## src/rtl/core/assert_macros.svh

```systemverilog
// Assertion macros for the core RTL.
`ifndef ASSERT_MACROS_SVH
`define ASSERT_MACROS_SVH

// Clocked check, masked while reset is high.
`define ASSERT_CLK(lbl, prop, msg) \
  lbl: assert property (@(posedge clk) disable iff (rst) prop) else $error(msg);

// Clocked check that also holds during reset.
`define ASSERT_ALWAYS(lbl, prop, msg) \
  lbl: assert property (@(posedge clk) prop) else $error(msg);

`endif

```

## src/rtl/core/mre_pkg.sv

```systemverilog
// Shared types, constants and opcodes for the instruction executor.
package mre_pkg;

  localparam int DATA_WORDS = 128;
  localparam int DADDR_W    = (DATA_WORDS > 1) ? $clog2(DATA_WORDS) : 1;
  localparam int REGS       = 32;
  localparam int RIDX_W     = 5;
  localparam int XLEN       = 32;
  localparam int PC_W       = 16;
  localparam int IMM_W      = 16;

  typedef enum logic [5:0] {
    OP_ADDI = 6'd1,
    OP_ADD  = 6'd2,
    OP_SLT  = 6'd3,
    OP_BNE  = 6'd4,
    OP_BEQ  = 6'd5,
    OP_LW   = 6'd6,
    OP_SW   = 6'd7,
    OP_SRL  = 6'd8,
    OP_SLL  = 6'd9,
    OP_ANDI = 6'd10
  } op_t;

  typedef enum logic [1:0] {
    ST_OK       = 2'd0,
    ST_BAD_OP   = 2'd1,
    ST_BAD_ADDR = 2'd2
  } status_t;

  // Outcome of executing one running instruction.
  typedef struct packed {
    logic               wr_en;     // nonzero register written
    logic [RIDX_W-1:0]  wr_idx;
    logic [XLEN-1:0]    wr_val;    // not meaningful for loads
    logic               is_load;
    logic               mem_we;
    logic               addr_ok;
    logic [DADDR_W-1:0] mem_addr;
    status_t            status;
    logic [PC_W-1:0]    next_pc;
  } exec_t;

endpackage

```

## src/rtl/core/mre_dmem.sv

```systemverilog
// Word-addressed data memory with registered read and per-word valid bits.
module mre_dmem
  import mre_pkg::*;
(
  input  logic               clk,
  input  logic               rst,
  input  logic               re,
  input  logic               we,
  input  logic [DADDR_W-1:0] addr,
  input  logic [XLEN-1:0]    wdata,
  output logic [XLEN-1:0]    rdata
);

  logic [XLEN-1:0]       mem [DATA_WORDS];
  logic [DATA_WORDS-1:0] vld;
  logic [XLEN-1:0]       q;
  logic                  q_vld;

  always_ff @(posedge clk) begin
    if (we) begin
      mem[addr] <= wdata;
    end
    if (re) begin
      q <= mem[addr];
    end
  end

  always_ff @(posedge clk) begin
    if (rst) begin
      vld   <= '0;
      q_vld <= 1'b0;
    end else begin
      if (we) begin
        vld[addr] <= 1'b1;
      end
      if (re) begin
        q_vld <= vld[addr];
      end
    end
  end

  assign rdata = q_vld ? q : '0;

endmodule

```

## config.mk

```make
export PLATFORM = sky130hd
export DESIGN_NAME = mre_dmem
export DESIGN_NICKNAME = d
export VERILOG_FILES = /design/src/rtl/core/assert_macros.svh /design/src/rtl/core/mre_pkg.sv /design/src/rtl/core/mre_dmem.sv
export SDC_FILE = /design/constraint.sdc
export NUM_CORES = 2
export LEC_CHECK = 0
export BUFFER_PORTS_ARGS = -buffer_cell sky130_fd_sc_hd__buf_2
export CAP_MARGIN = 10
export CORE_MARGIN = 4
export CORE_UTILIZATION = 45
export DETAILED_ROUTE_END_ITERATION = 7
export SYNTH_ARGS = -nofsm -noshare
export SYNTH_HDL_FRONTEND = slang
export SYNTH_SLANG_ARGS = --single-unit
```

## constraint.sdc

```tcl
create_clock -name clk -period 5.4 [get_ports clk]
set_input_delay 1.08 -clock clk [delete_from_list [all_inputs] [get_ports clk]]
set_output_delay 1.08 -clock clk [all_outputs]
set_load 0.02 [all_outputs]
```

-- Word level (Yosys, flattened, before mapping)
Memories as Yosys holds them, arrays and structs flattened. A register that Yosys moved wholly into a read port is not among the register bits.
Index checks and enable logic that the tools add are counted.
- logic and storage cells: 14
- memories kept: 1
- output and inout port bits: 32
- RAM bits: 4096
- bits in registers: 129
- memories (memory ; depth ; width ; read ports ; clocked after memory_dff ; write ports ; line ; source):
    mem ; 128 ; 32 ; 1 ; 1 ; 1 ; mre_dmem.sv:14 ; logic [XLEN-1:0] mem [DATA_WORDS];
- bitwise operators: 1
- muxes and demuxes: 7
- $lt $le $gt $ge: 2
- reduce and logical (&&, ||, !) cells: 1
- operators by type and width (kind ; number):
    bitwise OR 128 bit ; 1
    two-way mux 32 bit ; 1
    less-than comparator 7 x 8 -> 1 bit, second input constant ; 1
    binary-select mux 1 bit (select 7 bit) ; 1
    demux 1 bit (select 7 bit) ; 1
    greater-or-equal comparator 7 x 1 -> 1 bit, second input constant ; 1
    two-way mux 1 bit ; 4
    logical AND 1 bit ; 1

-- Longest topological paths before layout
- depth after elaboration: 5
- depth in mapped cells: 12
- depth with buffers taken out: 6

-- Least setup slack after synthesis
OpenSTA, ideal clock, no wires.
- path kind: input to register
- start point: input port addr[2]
- end point: memory mem[74][0] (enable)
- path slack: 0.377 ns
- setup time: 0.464 ns
- path buffers: 7
- arrival time: 4.559 ns
- cell stages on the path: 8
- cells stage by stage: buf_4 > buf_4 > buf_4 > buf_2 > buf_4 > buf_2 > buf_2 > nor3_1
- RTL lines (element ; line ; source):
    start, declared ; mre_dmem.sv:9 ; input logic [DADDR_W-1:0] addr,
    end, declared ; mre_dmem.sv:14 ;
Straight into the memory's write port.

==> results.py <==
metrics = {
    "die": {
        "die_x_um": 611,
        "rows": 221,
        "io_pins": 75,
        "dieArea_mm2": 0.374,
        "initial_core_util": 0.452,
        "die_h_um": 611,
        "core_mm2": 0.363,
    },
    "synth": {
        "seq_area_frac_synth": 0.773,
        "synth_top_family_by_area": "multiplexers",
        "synth_area_mm2": 0.164,
        "synthXorXnorAreaFrac": 0,
        "synth.most_common_cell": "edfxtp_1",
        "ys.warnings.count": 0,
        "synthSimpleGateAreaFrac": 0.0275,
        "synthAdderAreaFrac": 0,
        "syn_nets": 8899,
        "synthTopCellsByArea": "edfxtp_1, mux4_2, mux2i_1",
        "synthMuxAreaShare": 0.0967,
        "async_flop_share": 0,
        "syn_avg_cell_area_um2": 18.5,
        "synthTopCellsByCount": "edfxtp_1, nor2_1, a221oi_1, mux2i_1, mux2_2",
        "yosysTopAreaCellShare": 0.757,
        "yosysUniqueCellTypes": 77,
        "synth_flop_cell": "edfxtp_1",
        "synth-seq-cells": 4257,
        "synth_compound_area_frac": 0.0833,
        "syn_inst": 8856,
        "synth_edf_count": 4128,
        "synth_area_leader_cell": "edfxtp_1",
    },
    "cts": {
        "cts_max_level": 5,
        "clock_sinks": 4257,
        "cts_buffer_depth": 4,
        "ctsRootBufferMaster": "clkbuf_16",
        "cts_tree": "built",
        "hold_buffers": 0,
        "clk_pin_slew_ns": 0.06,
        "postCtsSetupBuffers": 0,
        "numCtsBuffers": 437,
        "ctsResizeCount": 0,
        "clk_latency_ns": 1.03,
    },
    "critical_path": {
        "critical_path_class": "primary input to flop",
        "cp.arrival_ns": 5.26,
        "end_kind": "flop",
        "crit_path_start_kind": "primary input",
        "cp_max_fo": 49,
        "crit_required_ns": 6.13,
    },
    "power_and_ir_drop": {
        "p_seq_frac": 0.509,
        "netSwitchingPower_mw": 16.7,
        "p_sw_frac": 0.233,
        "intPower_mw": 54.9,
        "p_leak_nw": 61.3,
        "p_per_area_mw_per_mm2": 376,
        "clock_power_share": 0.422,
        "vdd_ir_drop_max_mv": 0.297,
        "combPwrFrac": 0.069,
        "power_mw": 71.6,
    },
    "sta": {
        "slew_headroom": 0.0306,
        "worst_pin_slew_ns": 1.45,
        "fmaxAchievable_mhz": 221,
        "min_period_ns": 4.53,
        "clock_skew_ns": 0.0777,
        "finalCritPeriodShare": 0.839,
        "setup_viol": 0,
        "finalHoldViolations": 0,
        "rsz0062_at_grt": "false",
        "finalSetupTns_ns": 0,
        "slew_violations": 0,
    },
    "route": {
        "first_iter_violations": 19100,
        "remaining_drc_errors": 0,
        "wl_per_cell_um": 43.2,
        "postRouteAntennaNets": 0,
        "firstDrtPassIters": 7,
        "wl_um": 639000,
        "vias": 101000,
        "avgViaCountPerCell": 6.80,
    },
    "grt": {
        "grt_max_degree": 129,
        "grt_first_pass_wirelength_um": 851000,
        "antenna_found_initial": 76,
        "gr-usage-all-layers": 0.335,
        "first_global_vias": 94000,
        "globalRouteOverflowTotal": 0,
    },
    "outcome": {
        "status": "completed",
    },
    "layout": {
        "fill_cells": 28500,
        "fin_nets": 9582,
        "drive_gt1_frac": 0.241,
        "syn2layout_area_growth_pct": 16.5,
    },
    "min_path": {
        "hold_path_class": "primary input to flop",
    },
    "placed_design": {
        "numPortBuffers": 74,
        "place.detailed.hpwl_um": 392000,
        "globalplace.congestion": 1.02,
    },
    "run": {
        "maxCapViolations": 0,
    },
}
==> worst max-delay path: stages <==
cell and delay (ns):
buf_8 0.49, buf_12 0.32, nor2_4 0.11, buf_12 0.18
buf_4 0.36, a221o_1 0.32, a222oi_1 0.51, nor2_1 0.16
a2111oi_1 0.89, buf_4 0.29, nand4_1 0.10
==> state kept, by name (all words and copies together) (netlist names) <==
name and cells:
vld 128, mem 4096, q_vld 1, q 32
==> through the flow <==
stage	util	instances	setup slack [ns]	instance area (um2)	hold WS, ns
finish	0.526	14800	0.869	191000	0.377
global route	0.526	14800	1.00	191000	0.386
CTS	0.526	14700	1.19	191000	0.328
detailed placement	0.486	13900	0.123	176000	0.457
global placement	0.486	13900	-0.183	176000	0.441
floorplan	-	8856	0.377	164000	0.432
==> area by class of cell <==
type | instances | area, um2 | share of cell area
tap | 4794 | 6000 | 0.0314
sequential | 4257 | 127000 | 0.663
inverter | 7 | 48.8 | 0.000256
clock buffer | 599 | 12000 | 0.0627
clock inverter | 223 | 2300 | 0.0120
timing repair buffer | 867 | 8620 | 0.0452
antenna | 87 | 218 | 0.00114
multi-input combinational | 3969 | 35100 | 0.184
==> kinds of logic (layout without fill, tap and decap cells) <==
kind of cell,after synthesis,after routing
other cells,0,87
buf+inv,630,1696
compound gates,1783,1783
simple gates,1074,1074
flops,4257,4257
mux,1112,1112
==> worst paths after layout <==
path               start     endpoint  slack (ns)  cells past startpoint
max              addr[1]         q[2]        0.87                     11
min            wdata[29]  mem[51][29]        0.38                      1
max reg2reg  mem[21][11]        q[11]        1.90                      7
min reg2reg      vld[34]      vld[34]        0.47                      2
==> layout by cell type (no fill, tap or decap), types with 172 or more instances in the layout <==
cell type / count
edfxtp_1: 4128
buf_4: 650
a221oi_1: 481
nor2_1: 459
clkbuf_16: 442
mux2i_1: 424
mux2_2: 347
mux4_2: 341
nand2_1: 282
a22oi_1: 222
a21oi_1: 194
o21ai_0: 178
buf_12: 172
==> power groups by stage <==
stage	Clock [mW]	Combinational, mW	Sequential, mW
after detailed placement	0	4.71	37.2
final	30.2	4.93	36.5
after global placement	0	4.66	37.2
after floorplan	0	1.86	37.1
after global routing	31.8	4.89	36.5
after CTS	30.4	4.72	36.5
==> metal layers <==
layer	GRT usage	routed length [um]
met1	0.442	226000
met2	0.485	276000
met3	0.101	88300
met4	0.209	48800
met5	0.000646	232
No activity file was read; power rests on OpenSTA's default activity.
