### src/rtl/core/assert_macros.svh
// Assertion macros for the core RTL.
`ifndef ASSERT_MACROS_SVH
`define ASSERT_MACROS_SVH

// Clocked check, masked while reset is high.
`define ASSERT_CLK(lbl, prop, msg) \
  lbl: assert property (@(posedge clk) disable iff (rst) prop) else $error(msg);

// Clocked check that also holds during reset.
`define ASSERT_ALWAYS(lbl, prop, msg) \
  lbl: assert property (@(posedge clk) prop) else $error(msg);

`endif

### src/rtl/core/mre_pkg.sv
// Shared types, constants and opcodes for the instruction executor.
package mre_pkg;

  localparam int DATA_WORDS = 128;
  localparam int DADDR_W    = (DATA_WORDS > 1) ? $clog2(DATA_WORDS) : 1;
  localparam int REGS       = 32;
  localparam int RIDX_W     = 5;
  localparam int XLEN       = 32;
  localparam int PC_W       = 16;
  localparam int IMM_W      = 16;

  typedef enum logic [5:0] {
    OP_ADDI = 6'd1,
    OP_ADD  = 6'd2,
    OP_SLT  = 6'd3,
    OP_BNE  = 6'd4,
    OP_BEQ  = 6'd5,
    OP_LW   = 6'd6,
    OP_SW   = 6'd7,
    OP_SRL  = 6'd8,
    OP_SLL  = 6'd9,
    OP_ANDI = 6'd10
  } op_t;

  typedef enum logic [1:0] {
    ST_OK       = 2'd0,
    ST_BAD_OP   = 2'd1,
    ST_BAD_ADDR = 2'd2
  } status_t;

  // Outcome of executing one running instruction.
  typedef struct packed {
    logic               wr_en;     // nonzero register written
    logic [RIDX_W-1:0]  wr_idx;
    logic [XLEN-1:0]    wr_val;    // not meaningful for loads
    logic               is_load;
    logic               mem_we;
    logic               addr_ok;
    logic [DADDR_W-1:0] mem_addr;
    status_t            status;
    logic [PC_W-1:0]    next_pc;
  } exec_t;

endpackage

### src/rtl/core/mre_regfile.sv
// 32x32 register file, two registered read ports, one write port, reset via valid bits.
module mre_regfile
  import mre_pkg::*;
(
  input  logic              clk,
  input  logic              rst,
  input  logic              re,
  input  logic [RIDX_W-1:0] raddr_a,
  input  logic [RIDX_W-1:0] raddr_b,
  output logic [XLEN-1:0]   rdata_a,
  output logic [XLEN-1:0]   rdata_b,
  input  logic              we,
  input  logic [RIDX_W-1:0] waddr,
  input  logic [XLEN-1:0]   wdata
);

  logic [XLEN-1:0] mem [REGS];
  logic [REGS-1:0] vld;
  logic [XLEN-1:0] q_a;
  logic [XLEN-1:0] q_b;
  logic            v_a;
  logic            v_b;

  always_ff @(posedge clk) begin
    if (we) begin
      mem[waddr] <= wdata;
    end
    if (re) begin
      q_a <= mem[raddr_a];
      q_b <= mem[raddr_b];
    end
  end

  // Entries never written read as zero; r0 is never written.
  always_ff @(posedge clk) begin
    if (rst) begin
      vld <= '0;
      v_a <= 1'b0;
      v_b <= 1'b0;
    end else begin
      if (we) begin
        vld[waddr] <= 1'b1;
      end
      if (re) begin
        v_a <= vld[raddr_a];
        v_b <= vld[raddr_b];
      end
    end
  end

  assign rdata_a = v_a ? q_a : '0;
  assign rdata_b = v_b ? q_b : '0;

endmodule

### config.mk
export PLATFORM = sky130hd
export DESIGN_NAME = mre_regfile
export DESIGN_NICKNAME = d
export VERILOG_FILES = /design/src/rtl/core/assert_macros.svh /design/src/rtl/core/mre_pkg.sv /design/src/rtl/core/mre_regfile.sv
export SDC_FILE = /design/constraint.sdc
export NUM_CORES = 1
export LEC_CHECK = 0
export BUFFER_PORTS_ARGS = -buffer_cell sky130_fd_sc_hd__buf_4
export CELL_PAD_IN_SITES_DETAIL_PLACEMENT = 1
export CELL_PAD_IN_SITES_GLOBAL_PLACEMENT = 1
export CORE_MARGIN = 3
export CORE_UTILIZATION = 45
export CTS_CLUSTER_DIAMETER = 120
export DETAILED_ROUTE_END_ITERATION = 6
export PLACE_DENSITY_LB_ADDON = 0.1
export SYNTH_ARGS = -nofsm -noshare
export SYNTH_HDL_FRONTEND = slang
export SYNTH_SLANG_ARGS = --single-unit
### constraint.sdc
create_clock -name clk -period 2.9 [get_ports clk]
set_input_delay 0.145 -clock clk [delete_from_list [all_inputs] [get_ports clk]]
set_output_delay 0.145 -clock clk [all_outputs]
set_load 0.005 [all_outputs]
==> Word-level counts from Yosys, hierarchy flattened <==
Memories as Yosys holds them, arrays and structs flattened. A register that Yosys moved wholly into a read port is not among the register bits.
Index checks and enable logic that the tools add are counted.
{ "totals": {"ff_bits": 34, "ramBits": 1024, "output_inout_bits": 64, "word_cells": 20, "memories": 1} }
{ "classes": {"magnitude_cmp": 4, "n_mux": 10, "bitwise_logic": 1, "reduce_logical": 1} }
{ "memory_table": {"columns": ["name", "words", "word_bits", "rd", "rd_ports_with_merged_regs", "write_ports", "line", "source"], "rows": [
  ["mem", 32, 32, 2, 2, 1, "mre_regfile.sv:17", "logic [XLEN-1:0] mem [REGS];"]
]} }
{ "ops": {"columns": ["op", "count"], "rows": [
  ["32-bit two-way mux", 2],
  ["32-bit bitwise OR", 1],
  ["5-bit by 6-bit < comparator with 1-bit output (second input constant)", 3],
  ["1-bit binary-select mux with 5-bit select", 2],
  ["1-bit demux with 5-bit select", 1],
  ["5-bit by 1-bit greater-or-equal comparator with 1-bit output (second input constant)", 1],
  ["1-bit two-way mux", 5],
  ["1-bit logical AND", 1]
]} }

==> Logic depth before layout (Yosys ltp) <==
{ "logic_depth": {"ltp_word": 5, "mapped_depth": 9, "mapped_depth_nobuf": 5} }

==> Worst setup path after synthesis <==
Ideal clock, no wire load.
{ "synth_timing": {"kind": "in2reg", "startpoint": "input waddr[0]", "endpoint": "memory mem[12][0] (enable)", "arrival_time_ns": 2.188, "slack_ns": 0.289, "path_stages": 3, "path_cell_list": "or3b_2 -> clkbuf_1 -> nor2_1"} }
{ "synth_lines": {"columns": ["element", "line", "source"], "rows": [
  ["start: declaration", "mre_regfile.sv:13", "input logic [RIDX_W-1:0] waddr,"],
  ["end: declaration", "mre_regfile.sv:17", null]
]} }
Straight into the memory's write port.

==> Worst setup path in the final report <==
{ "layout_timing": {"startpoint": "register v_b", "endpoint": "output rdata_b[2]"} }
{ "layout_via": {"elab_chain_cells": 1} }
{ "layout_rtl": {"columns": ["element", "line", "source"], "rows": [
  ["start: declaration", "mre_regfile.sv:22", "logic v_b;"],
  ["start signal: assignment", "mre_regfile.sv:46", "v_b <= vld[raddr_b];"],
  ["32-bit two-way mux", "mre_regfile.sv:52", "assign rdata_b = v_b ? q_b : '0;"],
  ["end: declaration", "mre_regfile.sv:11", "output logic [XLEN-1:0] rdata_b,"]
]} }
No other way between the ends.

==> qor.yml <==
run_status:
  outcome: "complete, no violations"
worst_hold_path:
  hold_path_end: "q_b[2]"
  hold_path.class: "primary input to register"
  min_from: "re"
  worstHoldPathCells: 1
worst_setup_path:
  critical_path_class: "register to output pin"
  path_max_fanout: 15
  arrival_ns: 2.26
  required_ns: 2.76
  worstRegToRegCells: 3
  reg2reg_slack_ns: 0.86
  worstSetupStartpointType: "register"
  startpoint: "v_b"
  r2r-end: "q_b[15]"
  cp-end-kind: "output pin"
  rr_startpoint: "mem[15][15]"
global_route:
  grt_pass1_vias: 28500
  grt.overflow.total: 0
  grt_max_degree: 70
  grt_busiest_layer: "met2"
  antenna_found_initial: 5
  met1_usage_pct: 36.8
  grt_first_pass_wirelength_um: 215000
  gr-usage-met3_pct: 3.55
  grt_usage_pct: 26.3
  grtUsageMet2_pct: 43.6
synthesis:
  ys_warn_count: 0
  synth_edf_count: 1088
  synth.distinct_cells: 26
  synth_most_common_cell: "edfxtp_1"
  ys_ff_latch: 1122
  netlist_instances: 2248
  synth_top_area_share_pct: 64.4
  yosysTopAreaCell: "edfxtp_1"
  synth.yosys.seq_area_share_pct: 65.7
  synthArstFlopShare_pct: 0
  synth-main-ff-cell: "edfxtp_1"
  synth_nets: 2299
  synthTopCellsByArea: "edfxtp_1 64%, mux4_2 28%, mux2_2 1.4%, dfxtp_1 1.3%, and2_1 0.81%"
  synthesis.area_sq_um: 50800
  synth.top_cells.by_count: "1088 x edfxtp_1, 640 x mux4_2, 101 x nor2_1, 68 x clkbuf_1, 66 x and2_1"
  syn_area_per_cell_sq_um: 22.6
cts:
  clock-sinks: 1122
  root_buffer: "clkbuf_16"
  path_clk_slew_ns: 0.06
  clk_latency_ns: 0.71
  cts_inserted_buffers: 121
  cts-resized-gates: 0
  htreeDepth: 3
  clock_path_buffers: 3
  cts_tree: "built"
placed_design:
  gp_congestion: 0.793
  hpwl_um: 85800
  dp_cells: 3828
  place_area_sq_um: 54800
  io_buffers: 114
sta:
  slew_violations: 0
  tns_ns: 0
  rsz0062_at_grt: "false"
  timing.final.crit_share_pct: 83.0
  hold_violations: 0
  finalSetupViolations: 0
  fmax_mhz: 415
  max_slew_margin_pct: 42.3
  worst_pin_slew_ns: 0.866
  finalWorstPathRequiredPeriod_ns: 2.41
  worst_clock_skew_ns: 0.0255
pwr:
  power_density_nw_per_um2: 617
  peakVddDrop_mv: 0.484
  leakage_nw: 18.6
  design_power_total_mw: 36.4
die:
  core_area_sq_um: 111000
  ioPinCount: 115
  die-height_um: 342
  initial_core_util_pct: 45.6
  die_area_sq_um: 117000
  die_w_um: 342
  rows: 122
route:
  dr.pass1.iters: 5
  wire_per_inst_um: 37.1
  vias_per_cell: 6.49
  vias: 26500
  drt-total-wl_um: 151000
  ant_nets: 0
  drt_iter0_markers: 2961
  drc: 0
cells_and_area:
  fillers: 9432
  drive_above_1_share_pct: 45.2
  syn2layout_area_growth_pct: 16.1
  final_cells: 4077
  multi_input_area_sq_um: 16800
  seqCellArea_sq_um: 33400
  nets: 2547
  final_cell_area_sq_um: 58900
job:
  max_cap_viol_count: 0
==> area by class of cell <==
type | instances | share of cell area, %
Clock buffer | 154 | 5.45
Sequential cell | 1122 | 56.6
Multi-Input combinational cell | 960 | 28.6
Tap cell | 1488 | 3.16
Timing Repair Buffer | 291 | 5.18
Clock inverter | 61 | 1.05
Antenna cell | 1 | 0.00425
==> repair_timing <==
item,in CTS,in global routing
setup endpoints to repair,0,0
setup buffers,0,0
endpoints found under the hold margin,1058,0
hold buffers,33,0
==> state kept, by name, summed over array words and instances, names as in the netlist <==
| register | flops |
|---|---|
| q_a | 32 |
| v_b | 1 |
| vld | 32 |
| q_b | 32 |
| mem | 1024 |
| v_a | 1 |
==> critical path, stage by stage, from the launching register on <==
cell and delay, ns:
dfxtp_2 0.89, buf_4 0.34, and2_1 0.18, buf_4 0.13
==> metal layers <==
metal	vias up	part of all wire [%]	wire, um
met4	4	3.1	4680
met3	219	6.1	9290
met2	1083	50	76100
met5	-	0.018	27
met1	14700	40	61000
li1	10400	-	-
==> cells in the final DEF (no fill, tap or decap), drive strengths merged, types with 9 or more instances in the layout <==
cell type / instances
and2: 66
buf: 258
bufinv: 12
clkbuf: 154
clkinv: 39
dfxtp: 34
dlygate4sd3: 33
edfxtp: 1088
mux2: 64
mux2i: 32
mux4: 640
nand2: 11
nand3: 9
nor2: 101
==> cell families (layout without fill, tap and decap cells) <==
family	count (synthesis)	count (layout)	share of synthesized area, %
compound gates	18	18	0.244
buf+inv	166	506	1.60
flops	1122	1122	65.7
mux	736	736	30.4
other cells	0	1	0
simple gates	206	206	2.00
==> through the flow <==
stage | setup WS, ns | hold WS, ns | utilization (%)
5_1_grt | 0.419 | 0.0763 | 53.0
6_report | 0.493 | 0.0961 | 53.0
3_5_place_dp | 0.407 | 0.488 | 49.2
2_1_floorplan | 0.289 | 0.244 | -
3_3_place_gp | 0.411 | 0.475 | 49.2
4_1_cts | 0.425 | 0.0701 | 53.0
==> power by group <==
part           internal [mW]  total (mW)  switching, mW
logic                   1.46        2.95           1.48
registers               18.1        18.2          0.151
clock network           8.83        15.2           6.33
==> worst max-delay path by stage <==
stage | end | slack [ns] | cells past startpoint
after global placement | q_b[16] | 0.41 | 6
after global routing | rdata_a[8] | 0.42 | 3
final | rdata_b[2] | 0.49 | 3
after floorplan | mem[12][0] | 0.29 | 3
after detailed placement | q_b[16] | 0.41 | 6
after CTS | rdata_b[2] | 0.42 | 3
Power figures use the tool's default switching activity.
