===== src/rtl/core/assert_macros.svh =====
// Assertion macros for the core RTL.
`ifndef ASSERT_MACROS_SVH
`define ASSERT_MACROS_SVH

// Clocked check, masked while reset is high.
`define ASSERT_CLK(lbl, prop, msg) \
  lbl: assert property (@(posedge clk) disable iff (rst) prop) else $error(msg);

// Clocked check that also holds during reset.
`define ASSERT_ALWAYS(lbl, prop, msg) \
  lbl: assert property (@(posedge clk) prop) else $error(msg);

`endif


===== src/rtl/core/mre_pkg.sv =====
// Shared types, constants and opcodes for the instruction executor.
package mre_pkg;

  localparam int DATA_WORDS = 128;
  localparam int DADDR_W    = (DATA_WORDS > 1) ? $clog2(DATA_WORDS) : 1;
  localparam int REGS       = 32;
  localparam int RIDX_W     = 5;
  localparam int XLEN       = 32;
  localparam int PC_W       = 16;
  localparam int IMM_W      = 16;

  typedef enum logic [5:0] {
    OP_ADDI = 6'd1,
    OP_ADD  = 6'd2,
    OP_SLT  = 6'd3,
    OP_BNE  = 6'd4,
    OP_BEQ  = 6'd5,
    OP_LW   = 6'd6,
    OP_SW   = 6'd7,
    OP_SRL  = 6'd8,
    OP_SLL  = 6'd9,
    OP_ANDI = 6'd10
  } op_t;

  typedef enum logic [1:0] {
    ST_OK       = 2'd0,
    ST_BAD_OP   = 2'd1,
    ST_BAD_ADDR = 2'd2
  } status_t;

  // Outcome of executing one running instruction.
  typedef struct packed {
    logic               wr_en;     // nonzero register written
    logic [RIDX_W-1:0]  wr_idx;
    logic [XLEN-1:0]    wr_val;    // not meaningful for loads
    logic               is_load;
    logic               mem_we;
    logic               addr_ok;
    logic [DADDR_W-1:0] mem_addr;
    status_t            status;
    logic [PC_W-1:0]    next_pc;
  } exec_t;

endpackage


===== src/rtl/core/mre_alu.sv =====
// Decode and execute of one instruction word with forwarded operands.
module mre_alu
  import mre_pkg::*;
(
  input  logic [XLEN-1:0] instr,
  input  logic [XLEN-1:0] a,
  input  logic [XLEN-1:0] b,
  input  logic [PC_W-1:0] pc,
  output exec_t           res
);

  logic [5:0]        op;
  logic [RIDX_W-1:0] rs;
  logic [RIDX_W-1:0] rt;
  logic [RIDX_W-1:0] rd;
  logic [IMM_W-1:0]  imm;
  logic [XLEN-1:0]   imm_x;
  logic [XLEN-1:0]   addr;
  logic              big_shift;
  logic              wr;
  logic [PC_W-1:0]   pc_inc;

  assign op        = instr[31:26];
  assign rs        = instr[25:21];
  assign rt        = instr[20:16];
  assign rd        = instr[15:11];
  assign imm       = instr[15:0];
  assign imm_x     = {{(XLEN-IMM_W){1'b0}}, imm};
  assign addr      = a + imm_x;
  assign big_shift = |imm[IMM_W-1:5];
  assign pc_inc    = pc + PC_W'(1);

  always_comb begin
    wr           = 1'b0;
    res.wr_idx   = rs;
    res.wr_val   = '0;
    res.is_load  = 1'b0;
    res.mem_we   = 1'b0;
    res.addr_ok  = (addr < XLEN'(DATA_WORDS));
    res.mem_addr = addr[DADDR_W-1:0];
    res.status   = ST_OK;
    res.next_pc  = pc_inc;
    case (op)
      OP_ADDI: begin
        wr         = 1'b1;
        res.wr_idx = rt;
        res.wr_val = addr;
      end
      OP_ADD: begin
        wr         = 1'b1;
        res.wr_idx = rd;
        res.wr_val = a + b;
      end
      OP_SLT: begin
        wr         = 1'b1;
        res.wr_idx = rd;
        res.wr_val = {{(XLEN-1){1'b0}}, ($signed(a) < $signed(b))};
      end
      OP_BNE: begin
        if (a != b) res.next_pc = imm;
      end
      OP_BEQ: begin
        if (a == b) res.next_pc = imm;
      end
      OP_LW: begin
        wr          = 1'b1;
        res.wr_idx  = rt;
        res.is_load = 1'b1;
        if (!res.addr_ok) res.status = ST_BAD_ADDR;
      end
      OP_SW: begin
        res.mem_we = res.addr_ok;
        if (!res.addr_ok) res.status = ST_BAD_ADDR;
      end
      OP_SRL: begin
        wr         = 1'b1;
        res.wr_val = big_shift ? {XLEN{b[XLEN-1]}}
                               : XLEN'($signed(b) >>> imm[4:0]);
      end
      OP_SLL: begin
        wr         = 1'b1;
        res.wr_val = big_shift ? '0 : (b << imm[4:0]);
      end
      OP_ANDI: begin
        wr         = 1'b1;
        res.wr_val = b & imm_x;
      end
      default: begin
        res.status = ST_BAD_OP;
      end
    endcase
    // writes to r0 vanish
    res.wr_en = wr && (res.wr_idx != '0);
  end

endmodule


===== config.mk =====
export PLATFORM = sky130hd
export DESIGN_NAME = mre_alu
export DESIGN_NICKNAME = d
export VERILOG_FILES = /design/src/rtl/core/assert_macros.svh /design/src/rtl/core/mre_pkg.sv /design/src/rtl/core/mre_alu.sv
export SDC_FILE = /design/constraint.sdc
export NUM_CORES = 1
export LEC_CHECK = 0
export ABC_AREA = 1
export BUFFER_PORTS_ARGS = -buffer_cell sky130_fd_sc_hd__buf_2
export CAP_MARGIN = 15
export CORE_MARGIN = 2
export CORE_UTILIZATION = 50
export DETAILED_ROUTE_END_ITERATION = 10
export PLACE_DENSITY_LB_ADDON = 0.2
export SLEW_MARGIN = 20
export SYNTH_ARGS = -nofsm -noshare
export SYNTH_HDL_FRONTEND = slang
export SYNTH_SLANG_ARGS = --single-unit

===== constraint.sdc =====
create_clock -name vclk -period 2.3
set_input_delay 0 -clock vclk [all_inputs]
set_output_delay 0 -clock vclk [all_outputs]
set_load 0.02 [all_outputs]

; ---- Word-level counts from Yosys, hierarchy flattened
; Cells that the tools add are included.
[classes]
addsub = 3
magnitude_cmp = 2
n_eq_ne = 12
shift = 2
mux = 12
bitwise = 1
n_reduce_logical = 8
[ops]
columns = operator, n
row1 = case mux 32 bit (6 select lines), 1
row2 = 2-to-1 mux 32 bit, 2
row3 = adder 32 x 16 -> 32 bit, 1
row4 = adder 32 bit, 1
row5 = bitwise AND 32 x 16 -> 32 bit, 1
row6 = equality test 32 bit, 1
row7 = < comparator 32 bit, 1
row8 = "< comparator 32 x 8 -> 1 bit, second input constant", 1
row9 = 2-to-1 mux 16 bit, 2
row10 = != test 32 bit, 1
row11 = case mux 16 bit (2 select lines), 1
row12 = left shift 32 x 5 -> 32 bit, 1
row13 = >>> shifter 32 x 5 -> 32 bit, 1
row14 = "equality test 6 x 3 -> 1 bit, second input constant", 4
row15 = "equality test 6 x 4 -> 1 bit, second input constant", 3
row16 = "adder 16 x 1 -> 16 bit, second input constant", 1
row17 = "equality test 6 x 2 -> 1 bit, second input constant", 2
row18 = OR reduction 11 bit, 1
row19 = case mux 5 bit (2 select lines), 1
row20 = OR reduction 8 bit, 1
row21 = OR reduction 7 bit, 1
row22 = "equality test 6 x 1 -> 1 bit, second input constant", 1
row23 = OR reduction 2 bit, 3
row24 = nonzero test 5 bit, 1
row25 = 4 further kinds, 6
[word_totals]
register_bits = 0
in_bits = 112
elab_cells = 40

; ---- Longest topological paths before layout
; Gate-level depths: netlist of the first run.
[logic_depth]
word_depth = 5
depth_mapped = 20

; ---- Worst setup path before layout of the first run
; Ideal clock, no wire load.
[synth_timing]
kind = input to output
start = input port instr[1]
end = output port res[26] (netlist name)
arrival_time_ns = 2.329
t_required_ns = 2.300
slack_ns = -0.029
cell_stages = 18
path_cell_list = buf_4 inv_2 buf_2 buf_2 fa_1 inv_1 nand3_1 nand3_1 nand2_1 nand2_1 nand3_1 nand2_1 nand3_1 nand2_1 nand2_1 nor2_1 nand2_1 nor3_1
[synth_lines]
columns = element, line_no
row1 = from (decl), mre_alu.sv:5  ; input logic [XLEN-1:0] instr,
row2 = to (decl), mre_alu.sv:9  ; output exec_t res

==> reports/results.ini, run 1 <==
[status]
status=completed

[layout]
drive_above_1_share_pct=20.1
seq_cell_count=0
final_common_cell=nand2_1
clock_buffer_count=0
diodes=0
area_growth_pct=23.4
nNetsFinal=2249
seqCellArea_sq_um=0
stdcell_area_sq_um=11100
mostFrequentLayoutCells=568 x nand2_1, 214 x inv_1, 174 x buf_2

[routing]
drcViolationCount=0
drt_iter0_drc=1737
postRouteAntennaNets=0
drt_wl_total_mm=45.8
routedWlPerCell_um=20.1
dr.pass1.iters=8
vias=13678
avgViaCountPerCell=5.99

[die]
die-area_sq_um=19100
start_util_pct=50.6
rows=49
die_w_um=138
boundaryPins=178
die_y_um=138
core_area_sq_um=17800

[sta]
setup_viol=0
setup_tns_ps=0
final-hold-violation-count=0
fin_crit_sh_pct=99.1
period_needed_ps=2280
rsz0062_at_grt=true
relSlewSlack_pct=62.8
fmax_ghz=0.439
maxSlewViolCount=0
tightest_slew_ps=556
fin_ws_ps=20.1

[setup_path]
critPathMaxFanout=3
cp_data_required_time_ps=2300
worstPathArrival_ps=2280
cp-end-kind=output port
startpoint_type=input pin
worst-setup-path-type=input pin to output port

[clock_tree]
cts_hold_buf=0

[synth]
synth_top_family_by_area=simple AND/OR/NAND/NOR gates
synthMuxAreaShare_pct=0.888
syn_area_sq_um=9020
yosysUniqueCellTypes=54
synth-xor-area-share_pct=2.14
synth-compound-area-share_pct=24.7
synth-adder-area-share_pct=11.5
synthSimpleGateAreaFrac_pct=47.4
avgSynthCellArea_sq_um=4.99
syn_nets=2001
synth_cells=1807
yosysSeqAreaShare_pct=0
synth_warnings=0

[power]
powerDensity_nw_per_um2=223
finalPower_uw=2480
p_leak_uw=0.00596
vdd_drop_max_mv=0.196

[grt]
grt_pass1_wl_mm=67.9
grt_usage_pct=44.9
grt_pass1_vias=11944
grt_max_degree=66
antenna_found_initial=0
overflow=0

[hold_path]
worstHoldEndpoint=res[0]
hp-start=pc[0]
hold_path_depth=3
hp-class=input pin to output port

[placed_design]
port_buffers=178
hpwl_mm=38.4
place_area_sq_um=10900
place.gp.congestion=1.05
pre_cts_ws_ps=-85.4

[job]
max_cap_viol_count=0

[critical path, stage by stage]
cell	delay (ps)
buf_2	100
ha_1	170
inv_1	70
fa_2	440
inv_1	90
nand3_1	90
nand3_2	130
nand2_1	100
nand3_2	110
nand2_1	80
nand2_1	70
nand2_1	60
nand2_1	70
nand2_1	60
nor2_2	130
nand3_2	130
nor2_4	140
nor2_1	60
buf_2	160
[through the flow]
step / util [%] / hold WS (ps) / cells
6_report: 62.4 / 316 / 2282
4_1_cts: 61.1 / 307 / 2277
3_3_place_gp: 61.1 / 296 / 2277
2_1_floorplan: - / 129 / 1807
5_1_grt: 62.4 / 328 / 2282
3_5_place_dp: 61.1 / 304 / 2277
[final cells by class]
type / count / area, sq um
Multi-Input combinational cell: 1510 / 7970
Inverter: 232 / 871
Timing Repair Buffer: 311 / 2010
Tap cell: 229 / 287
Fill cell: 1840 / 6710
[synthesized netlist by cell type (4+ instances only)]
master | count | area [sq um]
nand2_1 | 578 | 2170
inv_1 | 217 | 815
o21ai_0 | 180 | 901
nand3_1 | 157 | 786
nor2_1 | 141 | 529
a21oi_1 | 117 | 586
ha_1 | 80 | 1000
o21ai_1 | 32 | 160
o211ai_1 | 31 | 233
clkbuf_1 | 29 | 109
nor3_1 | 25 | 125
nand4_1 | 24 | 150
buf_2 | 19 | 95.1
xor2_1 | 13 | 114
o21a_1 | 12 | 90.1
inv_2 | 11 | 41.3
nor2_2 | 11 | 68.8
or2_2 | 11 | 68.8
nand2_2 | 9 | 56.3
nand3b_1 | 9 | 67.6
xnor2_1 | 9 | 78.8
mux2i_1 | 8 | 80.1
buf_4 | 7 | 52.6
nor3_2 | 7 | 70.1
and3_1 | 5 | 31.3
buf_6 | 5 | 56.3
o21bai_1 | 5 | 37.5
buf_1 | 4 | 15.0
clkinv_1 | 4 | 15.0
nand3_2 | 4 | 40.0
[logic make-up (layout without fill, tap and decap cells)]
family | Yosys count | count (layout)
adder cells (fa/ha/maj) | 82 | 82
buffers and inverters | 297 | 543
AO/OA/AOI/OAI | 404 | 404
XOR/XNOR | 22 | 22
AND/OR/NAND/NOR | 994 | 994
multiplexers | 8 | 8
[power breakdown]
| group | total, uW | leakage [uW] | internal [uW] | switching [uW] |
|---|---|---|---|---|
| combinational | 2480 | 0.00596 | 841 | 1640 |
| sequential | 0 | 0 | 0 | 0 |
| clock | 0 | 0 | 0 | 0 |
| total | 2480 | 0.00596 | 841 | 1640 |
[worst max path at each step]
stage,start,end,cells after the start
after floorplan,instr[1],res[17],19
after global placement,a[0],res[17],19
after detailed placement,a[0],res[17],19
after CTS,a[0],res[17],19
after global routing,a[0],res[17],19
final,a[0],res[17],19
[what timing repair did]
item                                    4_1_cts  5_1_grt
buffers inserted                              0        4
endpoints found under the hold margin         0        0
endpoints found under the setup margin        3       39
resized for setup                             1       59
cloned                                        0        1
pin swaps                                     1        6
[layer usage]
layer	track usage (%)	up-vias	wire length, um
met5	0	-	0
met4	23.3	0	3230
met3	4.88	183	5040
met2	70.3	1007	19400
met1	60.8	6028	18100
li1	-	6460	-
(Power assumes the default switching activity.)
==> run 2: changes to the inputs <==
--- a/config.mk
+++ b/config.mk
@@ -12,6 +12,7 @@
 export CORE_UTILIZATION = 50
 export DETAILED_ROUTE_END_ITERATION = 10
 export PLACE_DENSITY_LB_ADDON = 0.2
+export RECOVER_POWER = 25
 export SLEW_MARGIN = 20
 export SYNTH_ARGS = -nofsm -noshare
 export SYNTH_HDL_FRONTEND = slang
==> run 2 against run 1 <==
  * The run now ends with negative setup slack left
  * Worst hold slack worse by 3.5 ps
  * Critical path depth is the same
  * Count of clock-buffer cells in the layout stayed put
  * Cell area down 0.20%
  * Critical path type unchanged
  * Critical endpoint unchanged
  * Largest cell class unchanged
  * Largest power group unchanged
==> reports/results.ini, run 2 (synthesis results as in run 1) <==
[status]
status=complete, but fails checks
failed_checks=negative setup slack

[layout]
clock_buffer_count=0  ; unchanged
drive_above_1_share_pct=19.5  ; -0.63 points
area_growth_pct=23.1
nFillCells=1850  ; +0.54%
stdcell_count=2282  ; unchanged
nNetsFinal=2249  ; unchanged
multi_input_area_sq_um=7960  ; -0.13%
mostFrequentLayoutCells=568 x nand2_1, 214 x inv_1, 173 x o21ai_0
final_common_cell=nand2_1
seq_cell_count=0  ; unchanged
diodes=0  ; unchanged
seqCellArea_sq_um=0  ; unchanged

[power]
finalPower_uw=2470  ; -0.35%
p_leak_uw=0.00593  ; -0.51%
seq_power_share_pct=0  ; unchanged
clkPwrFrac_pct=0  ; unchanged
p_int_uw=834  ; -0.92%
switching_share_pct=66.2  ; +0.20 points
switching_power_uw=1630  ; about the same
vdd_drop_max_mv=0.197  ; +0.52%
pwr-share-comb_pct=100.0  ; about the same
powerDensity_nw_per_um2=222  ; -0.15%

[die]
die-area_sq_um=19100  ; unchanged
boundaryPins=178  ; unchanged
die_y_um=138  ; unchanged
core_area_sq_um=17800  ; unchanged
die_w_um=138  ; unchanged
start_util_pct=50.6  ; unchanged
rows=49  ; unchanged

[setup_path]
slowest_stage=fa_2
path_cells=buf_2 -> ha_1 -> inv_1 -> fa_2 -> inv_1 -> nand3_1 -> nand3_2 -> nand2_1 -> nand3_2 -> nand2_1 -> nand2_1 -> nand2_1 -> nand2_1 -> nand2_1 -> nor2_2 -> nand3_2 -> nor2_4 -> nor2_1 -> buf_2
cp-end-kind=output port
worstPathArrival_ps=2310  ; +30 ps
max_stage_delay_ps=440  ; about the same
endpoint=res[17]
startpoint_type=input pin
worst-setup-path-type=input pin to output port
cp_data_required_time_ps=2300  ; about the same
crit_top_cell=nand2_1
critPathMaxFanout=3  ; unchanged
cp-startpoint=a[0]

[routing]
drcViolationCount=0  ; unchanged
drt_iter0_drc=1642  ; -5.5%
drt_wl_total_mm=45.9  ; +0.17%
avgViaCountPerCell=5.98  ; -0.26%
routedWlPerCell_um=20.1  ; +0.17%
vias=13643  ; -0.26%
dr.pass1.iters=9  ; +1
postRouteAntennaNets=0  ; unchanged

[sta]
maxSlewViolCount=0  ; unchanged
setup_viol=1  ; +1
relSlewSlack_pct=61.9  ; -0.89 points
setup_tns_ps=-10.0  ; -10.0 ps
rsz0062_at_grt=true
fin_crit_sh_pct=100  ; +1.3 points
fin_ws_ps=-10.0  ; -30.1 ps
fmax_ghz=0.433  ; -1.3%
period_needed_ps=2310  ; +30.1 ps
tightest_slew_ps=570  ; +13.3 ps
final-hold-violation-count=0  ; unchanged

[placed_design]
hpwl_mm=38.4  ; unchanged
port_buffers=178  ; unchanged
place.gp.congestion=1.05  ; unchanged
place_inst=2277  ; unchanged

[hold_path]
hp-class=input pin to output port

[grt]
antenna_found_initial=0  ; unchanged
grt_usage_pct=44.9  ; unchanged
grt_pass1_wl_mm=67.9  ; unchanged
grt_max_degree=66  ; unchanged
overflow=0  ; unchanged
grt_pass1_vias=11944  ; unchanged

[job]
max_cap_viol_count=0  ; unchanged

[clock_tree]
cts_hold_buf=0  ; unchanged

==> run 2: changes by cell type in the layout (fill, tap and decap cells not counted), moves of 2 or more <==
cell / before / now
buf_2: 174 / 163
clkbuf_1: 0 / 10
nor2_1: 136 / 138
nor2_2: 15 / 13
==> run 2: layout make-up <==
type	instances	area share [%]
repair buffers	311	18.0
well taps	229	2.58
inverters	232	7.84
multi-input cells	1510	71.6
==> run 2: metal layers <==
layer / track usage (%) / up-vias / wire, um / share of wire (%)
met3: 4.88 / 181 / 4940 / 11
met5: 0 / - / 0 / 0
li1: - / 6461 / - / -
met2: 70.3 / 1012 / 19300 / 42
met4: 23.3 / 0 / 3290 / 7.2
met1: 60.8 / 5989 / 18300 / 40
==> run 2: worst max-delay path, delay by kind of cell <==
family / cells / cell delay (ps)
and+or+nand+nor: 13 / 1250
adders and majority gates: 2 / 610
buffers and inverters: 4 / 440
==> run 2: metrics by stage <==
step                util, %  worst slack [ps]  cell area [sq um]  hold WS (ps)
finish                 62.3             -10.0              11100           312
global route           62.3              -115              11100           328
floorplan                 -              52.8               9030           129
global placement       61.1              1.20              10900           296
CTS                    61.1              10.7              10900           307
detailed placement     61.1             -85.4              10900           304
==> run 2: power by group through the flow <==
stage	Combinational, uW	Sequential (uW)	Clock [uW]
final	2470	0	0
after global routing	2670	0	0
after CTS	2320	0	0
after detailed placement	2310	0	0
after global placement	2290	0	0
after floorplan	1370	0	0
==> run 2: worst min path at each step <==
stage,startpoint,to,cells after the start
final,pc[0],res[0],3
after global routing,pc[0],res[0],3
after CTS,pc[0],res[0],3
after detailed placement,pc[0],res[0],3
after global placement,pc[0],res[0],3
after floorplan,pc[0],res[0],1
==> run 2: repair_timing <==
item | 4_1_cts | 5_1_grt
resized for setup | 1 | 59
cloned | 0 | 1
setup buffers | 0 | 4
hold endpoints to repair | 0 | 0
pin swaps | 1 | 6
setup endpoints to repair | 3 | 39
